[config.mk]
export PLATFORM = sky130hd
export DESIGN_NAME = telemetry_line_parser
export DESIGN_NICKNAME = d
export VERILOG_FILES = /design/src/rtl/core/tlp_pkg.sv /design/src/rtl/core/tlp_line_tracker.sv /design/src/rtl/core/tlp_value_conv.sv /design/src/rtl/core/telemetry_line_parser.sv
export VERILOG_INCLUDE_DIRS = /design/src /design/src/rtl/core
export SDC_FILE = /design/constraint.sdc
export NUM_CORES = 1
export LEC_CHECK = 0
export BUFFER_PORTS_ARGS = -buffer_cell sky130_fd_sc_hd__buf_4
export CAP_MARGIN = 15
export CORE_AREA = 4 4 220 222
export CTS_BUF_LIST = sky130_fd_sc_hd__clkbuf_16
export DETAILED_ROUTE_END_ITERATION = 6
export DIE_AREA = 0 0 224 226
export PLACE_DENSITY_LB_ADDON = 0.25
export SKIP_CTS_REPAIR_TIMING = 1
export SYNTH_ARGS = -nofsm -noshare
export SYNTH_HDL_FRONTEND = slang
export SYNTH_SLANG_ARGS = --single-unit
[constraint.sdc]
create_clock -name clk -period 10.35 [get_ports clk]
set_input_delay 1.035 -clock clk [delete_from_list [all_inputs] [get_ports clk]]
set_output_delay 1.035 -clock clk [all_outputs]
set_load 0.005 [all_outputs]
[src/rtl/core/telemetry_line_parser_defines.svh]
// ---------------------------------------------------------------------------
// Assertion macros shared by the telemetry line parser modules.
// Both expect clk and rst_n in the scope where they are used.
// ---------------------------------------------------------------------------
`ifndef TELEMETRY_LINE_PARSER_DEFINES_SVH
`define TELEMETRY_LINE_PARSER_DEFINES_SVH

// Same-cycle implication, off while reset is asserted.
`define TLP_ASSERT_NOW(label, ante, cons, msg) \
  label: assert property (@(posedge clk) disable iff (!rst_n) (ante) |-> (cons)) \
    else $error(msg);

// Next-cycle implication, off while reset is asserted.
`define TLP_ASSERT_NEXT(label, ante, cons, msg) \
  label: assert property (@(posedge clk) disable iff (!rst_n) (ante) |=> (cons)) \
    else $error(msg);

`endif

[src/rtl/core/tlp_pkg.sv]
`timescale 1ns / 1ps
`default_nettype none
// ---------------------------------------------------------------------------
// tlp_pkg
// Types, character codes and arithmetic constants of the telemetry line
// parser.
// ---------------------------------------------------------------------------
package tlp_pkg;

  // Field widths
  localparam int unsigned INT_W    = 16;  // integer part, saturating
  localparam int unsigned FRAC_W   = 20;  // fraction scaled to six digits
  localparam int unsigned SCALED_W = 30;  // fraction * 1024 + bias
  localparam int unsigned RECIP_W  = 31;
  localparam int unsigned PROD_W   = 61;
  localparam int unsigned QUOT_W   = 17;  // rounded binary fraction, up to 65536
  localparam int unsigned MAG_W    = 33;

  // floor(z / 15625) == (z * RECIP_MUL) >> RECIP_SHIFT for every z below 2^30
  localparam logic [RECIP_W-1:0]  RECIP_MUL   = 31'd1125899907;
  localparam int unsigned         RECIP_SHIFT = 44;
  // half of the 15625 divisor (10^6 / 128), rounds the scaled fraction half up
  localparam logic [SCALED_W-1:0] ROUND_BIAS  = 30'd7812;

  // Characters
  localparam logic [7:0] CH_NUL   = 8'h00;
  localparam logic [7:0] CH_TAB   = 8'h09;
  localparam logic [7:0] CH_LF    = 8'h0A;
  localparam logic [7:0] CH_VT    = 8'h0B;
  localparam logic [7:0] CH_FF    = 8'h0C;
  localparam logic [7:0] CH_CR    = 8'h0D;
  localparam logic [7:0] CH_SPACE = 8'h20;
  localparam logic [7:0] CH_PLUS  = 8'h2B;
  localparam logic [7:0] CH_MINUS = 8'h2D;
  localparam logic [7:0] CH_DOT   = 8'h2E;
  localparam logic [7:0] CH_0     = 8'h30;
  localparam logic [7:0] CH_1     = 8'h31;
  localparam logic [7:0] CH_4     = 8'h34;
  localparam logic [7:0] CH_5     = 8'h35;
  localparam logic [7:0] CH_6     = 8'h36;
  localparam logic [7:0] CH_9     = 8'h39;
  localparam logic [7:0] CH_COLON = 8'h3A;
  localparam logic [7:0] CH_I     = 8'h49;
  localparam logic [7:0] CH_T     = 8'h54;
  localparam logic [7:0] CH_V     = 8'h56;
  localparam logic [7:0] CH_M     = 8'h6D;
  localparam logic [7:0] CH_P     = 8'h70;

  // Targets of the accepted but unused names '5' and '6'
  localparam logic [3:0] TGT_NAME_5  = 4'd4;
  localparam logic [3:0] TGT_NAME_6  = 4'd5;

  // Targets with a name letter
  localparam logic [3:0] TGT_CURRENT = 4'd6;
  localparam logic [3:0] TGT_LOGIC_V = 4'd7;
  localparam logic [3:0] TGT_TEMP    = 4'd8;

  typedef enum logic [2:0] {
    ST_UPDATE      = 3'd0,
    ST_UNUSED      = 3'd1,
    ST_UNKNOWN     = 3'd2,
    ST_NO_COLON    = 3'd3,
    ST_MALFORMED   = 3'd4,
    ST_OVERRUN     = 3'd5,
    ST_NOT_NUMERIC = 3'd6
  } tlp_status_t;

  typedef enum logic [2:0] {
    PH_BLANK = 3'd0,  // skipping leading blanks
    PH_SIGN  = 3'd1,
    PH_INT   = 3'd2,
    PH_POINT = 3'd3,  // point with no digit before it
    PH_FRAC  = 3'd4,
    PH_DONE  = 3'd5,
    PH_BAD   = 3'd6
  } tlp_phase_t;

  // One line-end or overrun event on its way to value conversion
  typedef struct packed {
    tlp_status_t        status;
    logic [3:0]         target;
    logic               neg;
    logic               zero_val;
    logic [INT_W-1:0]   int_part;
    logic [FRAC_W-1:0]  frac;
  } tlp_record_t;

  // Weight of the fraction digit at a given position, six-digit scale
  function automatic logic [FRAC_W-1:0] frac_weight(input logic [2:0] pos);
    logic [FRAC_W-1:0] w;
    case (pos)
      3'd0:    w = 20'd100000;
      3'd1:    w = 20'd10000;
      3'd2:    w = 20'd1000;
      3'd3:    w = 20'd100;
      3'd4:    w = 20'd10;
      3'd5:    w = 20'd1;
      default: w = 20'd0;
    endcase
    return w;
  endfunction

endpackage
`default_nettype wire

[src/rtl/core/tlp_line_tracker.sv]
`timescale 1ns / 1ps
`default_nettype none
`include "telemetry_line_parser_defines.svh"
// ---------------------------------------------------------------------------
// tlp_line_tracker
// Running line state: length, the two characters before the first colon and
// the streaming number parser. At a line end or overrun it registers one
// event record.
// ---------------------------------------------------------------------------
module tlp_line_tracker #(
  parameter int unsigned LINE_CAPACITY   = 127,
  parameter int unsigned FRACTION_DIGITS = 5
) (
  input  logic                clk,
  input  logic                rst_n,
  input  logic                byte_valid,
  output logic                byte_ready,
  input  logic [7:0]          rx_byte,
  output logic                rec_valid,
  input  logic                rec_ready,
  output tlp_pkg::tlp_record_t rec
);
  import tlp_pkg::*;

  localparam int unsigned LEN_W = $clog2(LINE_CAPACITY + 1);
  localparam int unsigned CNT_W = $clog2(FRACTION_DIGITS + 1);
  localparam logic [LEN_W-1:0] LEN_MAX = LEN_W'(LINE_CAPACITY);
  localparam logic [CNT_W-1:0] CNT_MAX = CNT_W'(FRACTION_DIGITS);

  logic [LEN_W-1:0]  len_r,    len_nxt;
  logic              colon_r,  colon_nxt;
  logic [7:0]        older_r,  older_nxt;
  logic [7:0]        newer_r,  newer_nxt;
  tlp_phase_t        phase_r,  phase_nxt;
  logic              neg_r,    neg_nxt;
  logic [INT_W-1:0]  int_r,    int_nxt;
  logic [FRAC_W-1:0] frac_r,   frac_nxt;
  logic [CNT_W-1:0]  fcnt_r,   fcnt_nxt;
  logic              rec_valid_r, rec_valid_nxt;
  tlp_record_t       rec_r,    rec_nxt;

  logic              take_byte;
  logic              is_nul, is_eol, is_digit, is_blank, line_full;
  logic [3:0]        digit;
  logic [INT_W+3:0]  int_tmp;
  logic [INT_W-1:0]  int_sat;
  logic [FRAC_W-1:0] frac_add;
  tlp_phase_t        phase_num;
  logic              neg_num, add_int, add_frac;
  tlp_record_t       finish_rec, overrun_rec;

  assign byte_ready = !rec_valid_r || rec_ready;
  assign take_byte  = byte_valid && byte_ready;

  // Character classes
  assign is_nul    = (rx_byte == CH_NUL);
  assign is_eol    = rx_byte inside {CH_CR, CH_LF};
  assign is_digit  = rx_byte inside {[CH_0:CH_9]};
  assign is_blank  = rx_byte inside {CH_SPACE, CH_TAB, CH_VT, CH_FF};
  assign digit     = rx_byte[3:0];
  assign line_full = (len_r >= LEN_MAX);

  // Digit accumulation: integer saturates, fraction kept on a six-digit scale
  assign int_tmp  = ({4'b0, int_r} << 3) + ({4'b0, int_r} << 1) + {16'b0, digit};
  assign int_sat  = (int_tmp > {4'b0, {INT_W{1'b1}}}) ? {INT_W{1'b1}} : int_tmp[INT_W-1:0];
  assign frac_add = frac_r + ({16'b0, digit} * frac_weight(3'(fcnt_r)));

  // Number parser next state for one tail character
  always_comb begin
    phase_num = phase_r;
    neg_num   = neg_r;
    add_int   = 1'b0;
    add_frac  = 1'b0;
    case (phase_r)
      PH_BLANK: begin
        if (!is_blank) begin
          if (rx_byte inside {CH_PLUS, CH_MINUS}) begin
            neg_num   = (rx_byte == CH_MINUS);
            phase_num = PH_SIGN;
          end else if (is_digit) begin
            add_int   = 1'b1;
            phase_num = PH_INT;
          end else if (rx_byte == CH_DOT) begin
            phase_num = PH_POINT;
          end else begin
            phase_num = PH_BAD;
          end
        end
      end
      PH_SIGN: begin
        if (is_digit) begin
          add_int   = 1'b1;
          phase_num = PH_INT;
        end else if (rx_byte == CH_DOT) begin
          phase_num = PH_POINT;
        end else begin
          phase_num = PH_BAD;
        end
      end
      PH_INT: begin
        if (is_digit) begin
          add_int = 1'b1;
        end else if (rx_byte == CH_DOT) begin
          phase_num = PH_FRAC;
        end else begin
          phase_num = PH_DONE;
        end
      end
      PH_POINT: begin
        if (is_digit) begin
          add_frac  = 1'b1;
          phase_num = PH_FRAC;
        end else begin
          phase_num = PH_BAD;
        end
      end
      PH_FRAC: begin
        if (is_digit) begin
          add_frac = 1'b1;
        end else begin
          phase_num = PH_DONE;
        end
      end
      default: begin
      end
    endcase
  end

  // Event records for a line end and for an overrun
  always_comb begin
    finish_rec          = '0;
    finish_rec.status   = ST_UPDATE;
    finish_rec.neg      = neg_r;
    finish_rec.int_part = int_r;
    finish_rec.frac     = frac_r;
    finish_rec.zero_val = (phase_r == PH_BLANK);
    if (!colon_r || (older_r == CH_NUL && newer_r == CH_NUL)) begin
      finish_rec.status = ST_NO_COLON;
    end else if (!(older_r inside {CH_M, CH_P})) begin
      finish_rec.status = ST_MALFORMED;
    end else if (phase_r inside {PH_SIGN, PH_POINT, PH_BAD}) begin
      finish_rec.status = ST_NOT_NUMERIC;
    end else if (newer_r inside {[CH_1:CH_4]}) begin
      finish_rec.target = 4'(newer_r - CH_1);
    end else if (newer_r inside {CH_5, CH_6}) begin
      finish_rec.target = 4'(newer_r - CH_1);
      finish_rec.status = ST_UNUSED;
    end else if (newer_r == CH_I) begin
      finish_rec.target = TGT_CURRENT;
    end else if (newer_r == CH_V) begin
      finish_rec.target = TGT_LOGIC_V;
    end else if (newer_r == CH_T) begin
      finish_rec.target = TGT_TEMP;
    end else begin
      finish_rec.status = ST_UNKNOWN;
    end
    if (finish_rec.status >= ST_UNKNOWN) begin
      finish_rec.target   = '0;
      finish_rec.zero_val = 1'b1;
    end

    overrun_rec          = '0;
    overrun_rec.status   = ST_OVERRUN;
    overrun_rec.zero_val = 1'b1;
  end

  // Line state next value
  always_comb begin
    len_nxt       = len_r;
    colon_nxt     = colon_r;
    older_nxt     = older_r;
    newer_nxt     = newer_r;
    phase_nxt     = phase_r;
    neg_nxt       = neg_r;
    int_nxt       = int_r;
    frac_nxt      = frac_r;
    fcnt_nxt      = fcnt_r;
    rec_valid_nxt = rec_valid_r;
    rec_nxt       = rec_r;
    if (byte_ready) begin
      rec_valid_nxt = 1'b0;
    end
    if (take_byte && !is_nul) begin
      if (line_full || is_eol) begin
        // Event and restart of the line
        rec_valid_nxt = 1'b1;
        rec_nxt       = line_full ? overrun_rec : finish_rec;
        len_nxt       = '0;
        colon_nxt     = 1'b0;
        older_nxt     = CH_NUL;
        newer_nxt     = CH_NUL;
        phase_nxt     = PH_BLANK;
        neg_nxt       = 1'b0;
        int_nxt       = '0;
        frac_nxt      = '0;
        fcnt_nxt      = '0;
      end else begin
        len_nxt = len_r + LEN_W'(1);
        if (!colon_r) begin
          if (rx_byte == CH_COLON) begin
            colon_nxt = 1'b1;
          end else begin
            older_nxt = newer_r;
            newer_nxt = rx_byte;
          end
        end else begin
          phase_nxt = phase_num;
          neg_nxt   = neg_num;
          if (add_int) begin
            int_nxt = int_sat;
          end
          if (add_frac && (fcnt_r < CNT_MAX)) begin
            frac_nxt = frac_add;
            fcnt_nxt = fcnt_r + CNT_W'(1);
          end
        end
      end
    end
  end

  // Control registers
  always_ff @(posedge clk) begin
    if (!rst_n) begin
      len_r       <= '0;
      colon_r     <= 1'b0;
      older_r     <= CH_NUL;
      newer_r     <= CH_NUL;
      phase_r     <= PH_BLANK;
      neg_r       <= 1'b0;
      int_r       <= '0;
      frac_r      <= '0;
      fcnt_r      <= '0;
      rec_valid_r <= 1'b0;
    end else begin
      len_r       <= len_nxt;
      colon_r     <= colon_nxt;
      older_r     <= older_nxt;
      newer_r     <= newer_nxt;
      phase_r     <= phase_nxt;
      neg_r       <= neg_nxt;
      int_r       <= int_nxt;
      frac_r      <= frac_nxt;
      fcnt_r      <= fcnt_nxt;
      rec_valid_r <= rec_valid_nxt;
    end
  end

  // Event payload
  always_ff @(posedge clk) begin
    rec_r <= rec_nxt;
  end

  assign rec_valid = rec_valid_r;
  assign rec       = rec_r;

  // Checks
  `TLP_ASSERT_NOW(a_len_bound, 1'b1, len_r <= LEN_MAX, "line length beyond capacity")
  `TLP_ASSERT_NOW(a_no_number_before_colon, !colon_r,
    (phase_r == PH_BLANK) && (int_r == '0) && (frac_r == '0), "number state before colon")
  `TLP_ASSERT_NEXT(a_eol_restarts, take_byte && is_eol,
    rec_valid_r && (len_r == '0) && !colon_r, "line end did not restart the line")

endmodule
`default_nettype wire

[src/rtl/core/tlp_value_conv.sv]
`timescale 1ns / 1ps
`default_nettype none
`include "telemetry_line_parser_defines.svh"
// ---------------------------------------------------------------------------
// tlp_value_conv
// Turns an event record into the signed Q16.16 result: a reciprocal
// multiply rounds the decimal fraction, then the integer part is added,
// saturated and negated. Two registered stages, the last one is the output.
// ---------------------------------------------------------------------------
module tlp_value_conv (
  input  logic                 clk,
  input  logic                 rst_n,
  input  logic                 rec_valid,
  output logic                 rec_ready,
  input  tlp_pkg::tlp_record_t rec,
  output logic                 out_valid,
  input  logic                 out_ready,
  output logic [2:0]           out_status,
  output logic [3:0]           out_target,
  output logic signed [31:0]   out_value
);
  import tlp_pkg::*;

  logic              s2_v_r, s2_v_nxt;
  tlp_status_t       s2_status_r;
  logic [3:0]        s2_target_r;
  logic              s2_neg_r, s2_zero_r;
  logic [INT_W-1:0]  s2_int_r;
  logic [QUOT_W-1:0] s2_quot_r;

  logic              out_v_r, out_v_nxt;
  tlp_status_t       out_status_r;
  logic [3:0]        out_target_r;
  logic [31:0]       out_value_r, value_nxt;

  logic              ready2, ready3;
  logic [SCALED_W-1:0] scaled;
  logic [PROD_W-1:0] prod;
  logic [MAG_W-1:0]  mag;
  logic [31:0]       mag_sat;

  // Stage handshake
  assign ready3    = !out_v_r || out_ready;
  assign ready2    = !s2_v_r || ready3;
  assign rec_ready = ready2;

  assign s2_v_nxt  = ready2 ? rec_valid : s2_v_r;
  assign out_v_nxt = ready3 ? s2_v_r : out_v_r;

  // Fraction rounding: floor((frac * 1024 + 7812) / 15625)
  assign scaled = {rec.frac, 10'b0} + ROUND_BIAS;
  assign prod   = PROD_W'(scaled) * PROD_W'(RECIP_MUL);

  // Magnitude, saturation and sign
  always_comb begin
    mag = {1'b0, s2_int_r, 16'b0} + MAG_W'(s2_quot_r);
    if (s2_neg_r) begin
      mag_sat   = (mag > 33'h080000000) ? 32'h80000000 : mag[31:0];
      value_nxt = 32'd0 - mag_sat;
    end else begin
      mag_sat   = (mag > 33'h07FFFFFFF) ? 32'h7FFFFFFF : mag[31:0];
      value_nxt = mag_sat;
    end
    if (s2_zero_r) begin
      value_nxt = '0;
    end
  end

  // Valid flags
  always_ff @(posedge clk) begin
    if (!rst_n) begin
      s2_v_r  <= 1'b0;
      out_v_r <= 1'b0;
    end else begin
      s2_v_r  <= s2_v_nxt;
      out_v_r <= out_v_nxt;
    end
  end

  // Payload registers
  always_ff @(posedge clk) begin
    if (ready2) begin
      s2_status_r <= rec.status;
      s2_target_r <= rec.target;
      s2_neg_r    <= rec.neg;
      s2_zero_r   <= rec.zero_val;
      s2_int_r    <= rec.int_part;
      s2_quot_r   <= prod[RECIP_SHIFT +: QUOT_W];
    end
    if (ready3) begin
      out_status_r <= s2_status_r;
      out_target_r <= s2_target_r;
      out_value_r  <= value_nxt;
    end
  end

  assign out_valid  = out_v_r;
  assign out_status = out_status_r;
  assign out_target = out_target_r;
  assign out_value  = out_value_r;

  // Checks
  `TLP_ASSERT_NOW(a_quot_range, s2_v_r, s2_quot_r <= 17'd65536, "rounded fraction out of range")
  `TLP_ASSERT_NOW(a_reject_zeroed, out_v_r && (out_status_r >= ST_UNKNOWN),
    (out_value_r == '0) && (out_target_r == '0), "rejected line carries data")
  `TLP_ASSERT_NOW(a_unused_target, out_v_r && (out_status_r == ST_UNUSED),
    (out_target_r == TGT_NAME_5) || (out_target_r == TGT_NAME_6), "unused status with wrong target")

endmodule
`default_nettype wire

[src/rtl/core/telemetry_line_parser.sv]
`timescale 1ns / 1ps
`default_nettype none
// Telemetry line parser: takes one received byte per cycle, sustained
// while the result port does not stall, and gives one status/target/value
// event per line end (CR or LF) or overrun. A new byte is accepted every
// clock while no stall backs up, line ends back to back included. An event
// passes the input register, line state, fraction multiply and output
// register in that order; the record and conversion registers hold events
// while the result port waits, and input stalls once they are all full.
// ---------------------------------------------------------------------------
// telemetry_line_parser
// Top level: input register, line tracker and value conversion.
// ---------------------------------------------------------------------------
module telemetry_line_parser #(
  parameter int unsigned LINE_CAPACITY   = 127,
  parameter int unsigned FRACTION_DIGITS = 5
) (
  input  logic               clk,
  input  logic               rst_n,
  input  logic               in_valid,
  output logic               in_ready,
  input  logic [7:0]         in_rx_byte,
  output logic               out_valid,
  input  logic               out_ready,
  output logic [2:0]         out_status,
  output logic [3:0]         out_target,
  output logic signed [31:0] out_value
);
  import tlp_pkg::*;

  logic        in_v_r, in_v_nxt;
  logic [7:0]  in_byte_r;
  logic        byte_ready;
  logic        rec_valid, rec_ready;
  tlp_record_t rec;

  // Input register
  assign in_ready = !in_v_r || byte_ready;
  assign in_v_nxt = in_ready ? in_valid : in_v_r;

  always_ff @(posedge clk) begin
    if (!rst_n) begin
      in_v_r <= 1'b0;
    end else begin
      in_v_r <= in_v_nxt;
    end
  end

  always_ff @(posedge clk) begin
    if (in_ready) begin
      in_byte_r <= in_rx_byte;
    end
  end

  tlp_line_tracker #(
    .LINE_CAPACITY   (LINE_CAPACITY),
    .FRACTION_DIGITS (FRACTION_DIGITS)
  ) u_tracker (
    .clk        (clk),
    .rst_n      (rst_n),
    .byte_valid (in_v_r),
    .byte_ready (byte_ready),
    .rx_byte    (in_byte_r),
    .rec_valid  (rec_valid),
    .rec_ready  (rec_ready),
    .rec        (rec)
  );

  tlp_value_conv u_conv (
    .clk        (clk),
    .rst_n      (rst_n),
    .rec_valid  (rec_valid),
    .rec_ready  (rec_ready),
    .rec        (rec),
    .out_valid  (out_valid),
    .out_ready  (out_ready),
    .out_status (out_status),
    .out_target (out_target),
    .out_value  (out_value)
  );

endmodule
`default_nettype wire
==> impl_metrics.env <==
export IMPL_htree_num_levels=1
export IMPL_antenna_found_initial=0
export IMPL_syn_to_final_growth_pct=7.69
export IMPL_fp_dieW_um=224
export IMPL_fin_crit_sh=0.907
export IMPL_critPathKind="register to register"
export IMPL_ys_flop_type="edfxtp_1"
export IMPL_min_period_ns=9.39
export IMPL_antennaDiodeCount=0
export IMPL_vias_per_cell=5.49
export IMPL_hp_class="register to register"
export IMPL_clkTransAtPathRegs_ns=0.06
export IMPL_initial_core_util=0.495
export IMPL_io_pins=53
export IMPL_place_hpwl_mm=45.2
export IMPL_leakagePower_nw=12.0
export IMPL_multi_input_area_um2=15600
export IMPL_arrival_ns=9.67
export IMPL_ys_warn_count=0
export IMPL_port_buffers=52
export IMPL_drv_slew=0
export IMPL_dieHeight_um=226
export IMPL_core_area_um2=46400
export IMPL_cts_tree="done"
export IMPL_fillers=4107
export IMPL_finClkSkew_ns=0.0165
export IMPL_grt_first_pass_wirelength_mm=90.0
export IMPL_critPathLaunchType="register"
export IMPL_rsz0062_at_grt="no"
export IMPL_post_route_drc_count=0
export IMPL_place_ws_ns=0.982
export IMPL_grt_use_total=0.220
export IMPL_tns_ns=0
export IMPL_clockBufferDepth=3
export IMPL_critPathSlowestCell="a221oi_2"
export IMPL_globalplace_congestion=0.975
export IMPL_async_flop_share=0
export IMPL_cts_root_buf="clkbuf_16"
export IMPL_fin_ws_ns=0.957
export IMPL_finalNonFillerCells=2996
export IMPL_path_max_fanout=14
export IMPL_max_cap_violations=0
export IMPL_endpoint_kind="register"
export IMPL_first_pass_iters=5
export IMPL_slowest_delay_ns=0.59
export IMPL_fmax_mhz=106
export IMPL_syn_inst=2334
export IMPL_status="finished, final reports clean"
export IMPL_dp_cells=2953
export IMPL_rows=79
export IMPL_final_nets=2992
export IMPL_die_area_um2=50600
export IMPL_cts_buffers_inserted=23
export IMPL_worst_pin_slew_ns=1.10
export IMPL_crit_path_frequent_cell="inv_1"
export IMPL_total_power_mw=2.15
export IMPL_syn_nets=2954
export IMPL_final_hold_viol_count=0
export IMPL_first_global_vias=17000
export IMPL_drtAntennaViolNets=0
export IMPL_ir_worst_vdd_v=0.000116
export IMPL_wire_per_inst_um=18.2
export IMPL_wl_mm=54.6
export IMPL_clkLatencyLatePin_ns=0.53
export IMPL_drive_gt1_frac=0.0578
export IMPL_setup_violations=0
export IMPL_cts_sinks=205
export IMPL_register_area_um2=5450
export IMPL_drt_iter0_drc=1172
export IMPL_avgSynthCellArea_um2=9.84
export IMPL_synth_ff_latch_count=205
export IMPL_grt_overflow=0
export IMPL_power_per_cell_area_nw_per_um2=86.8
export IMPL_synth_edf_count=134
export IMPL_syn_area_um2=23000
export IMPL_utilization=0.533
export IMPL_num_vias=16500
export IMPL_synth_distinct_cells=83
export IMPL_required_ns=10.62
export IMPL_seq_area_frac_synth=0.237
export IMPL_grt_max_degree=50
export IMPL_relSlewSlack=0.269
## flip-flops by register name, indices dropped and copies added (netlist names), 8 cells and up
name / flops
u_tracker.rec: 45
u_conv.out_value: 32
u_tracker.frac_r: 20
u_conv.s2_quot_r: 17
u_conv.s2_int_r: 16
u_tracker.int_r: 16
in_byte_r: 8
u_tracker.newer_r: 8
u_tracker.older_r: 8
## cells in the mapped netlist, types with 45 or more instances
cell type | number | area [um2]
xnor2_1 | 52 | 455
fa_1 | 246 | 4920
ha_1 | 362 | 4530
clkbuf_1 | 45 | 169
nand2_1 | 134 | 503
a21oi_1 | 101 | 505
nand3_1 | 48 | 240
dfxtp_1 | 71 | 1420
nor2_1 | 135 | 507
inv_1 | 449 | 1690
and2_1 | 50 | 313
edfxtp_1 | 134 | 4020
o21ai_0 | 62 | 310
## path summary, 6_finish.rpt
path / startpoint / end / slack (ns) / depth (start not counted)
setup / recovery: u_tracker.rec[0]$_SDFFCE_PP0P_ / u_conv.s2_quot_r[13]$_DFFE_PP_ / 0.96 / 34
setup reg to reg: u_tracker.rec[0]$_SDFFCE_PP0P_ / u_conv.s2_quot_r[13]$_DFFE_PP_ / 0.96 / 34
hold reg to reg: u_tracker.rec[27]$_SDFFCE_PP0P_ / u_conv.s2_int_r[7]$_DFFE_PP_ / 0.42 / 0
hold / removal: u_tracker.rec[27]$_SDFFCE_PP0P_ / u_conv.s2_int_r[7]$_DFFE_PP_ / 0.42 / 0
## kinds of logic after synthesis
family	synth area share
AND/OR/NAND/NOR	0.119
multiplexers	0.00708
AO/OA/AOI/OAI	0.107
adder cells (fa/ha/maj)	0.412
flip-flops	0.237
buffers and inverters	0.0838
XOR/XNOR	0.0343
## per-stage QoR
step / hold WS, ns / area, um2
3_3_place_gp: 0.401 / 24000
5_1_grt: 0.422 / 24700
2_1_floorplan: 0.400 / 23000
3_5_place_dp: 0.405 / 24000
6_report: 0.419 / 24700
4_1_cts: 0.415 / 24700
## metal layers
layer,up-vias,part of all wire,GRT usage
met2,434,0.46,0.359
met3,79,0.058,0.0406
met5,-,0,0
li1,7933,-,-
met1,8012,0.46,0.308
met4,0,0.024,0.0495
## area by class of cell
type,count,share of cell area
Inverter,450,0.0683
Sequential cell,205,0.220
Tap cell,607,0.0307
Timing Repair Buffer,67,0.0211
Multi-Input combinational cell,1625,0.631
Clock buffer,23,0.0233
Clock inverter,19,0.00582
## cell usage in the layout (no fill, tap or decap), types with 9 or more instances in the layout
cell / n
a22oi_1: 32
xor2_1: 38
nand2_1: 134
nor4_1: 10
a221oi_1: 17
fa_1: 246
dfxtp_1: 71
and3_1: 19
inv_1: 453
o21a_1: 14
a31oi_1: 13
nor2b_1: 19
ha_1: 362
nand4_1: 21
o21ai_1: 9
o21ai_0: 62
and2_1: 50
or2_2: 9
a21o_1: 29
xnor2_1: 52
nor3_1: 35
a21oi_1: 101
a211oi_1: 17
buf_4: 66
clkbuf_16: 23
edfxtp_1: 134
nand3_1: 48
nand2b_1: 17
nor2_1: 135
o211ai_1: 13
## worst max-delay path, delay by kind of cell (launching register included)
kind            cells  cell delay, ns
fa+ha+maj          11            4.37
compound gates      6            1.72
simple gates        6            1.37
buf+inv             9            1.09
flops               1            0.32
xor+xnor            2            0.23
## power breakdown
| group | total, mW | switching (mW) | internal [mW] | leakage, nW |
|---|---|---|---|---|
| Clock | 0.780 | 0.327 | 0.453 | 0.367 |
| Combinational | 0.441 | 0.257 | 0.184 | 9.68 |
| Sequential | 0.924 | 0.0352 | 0.889 | 1.98 |
(Power assumes the default switching activity.)
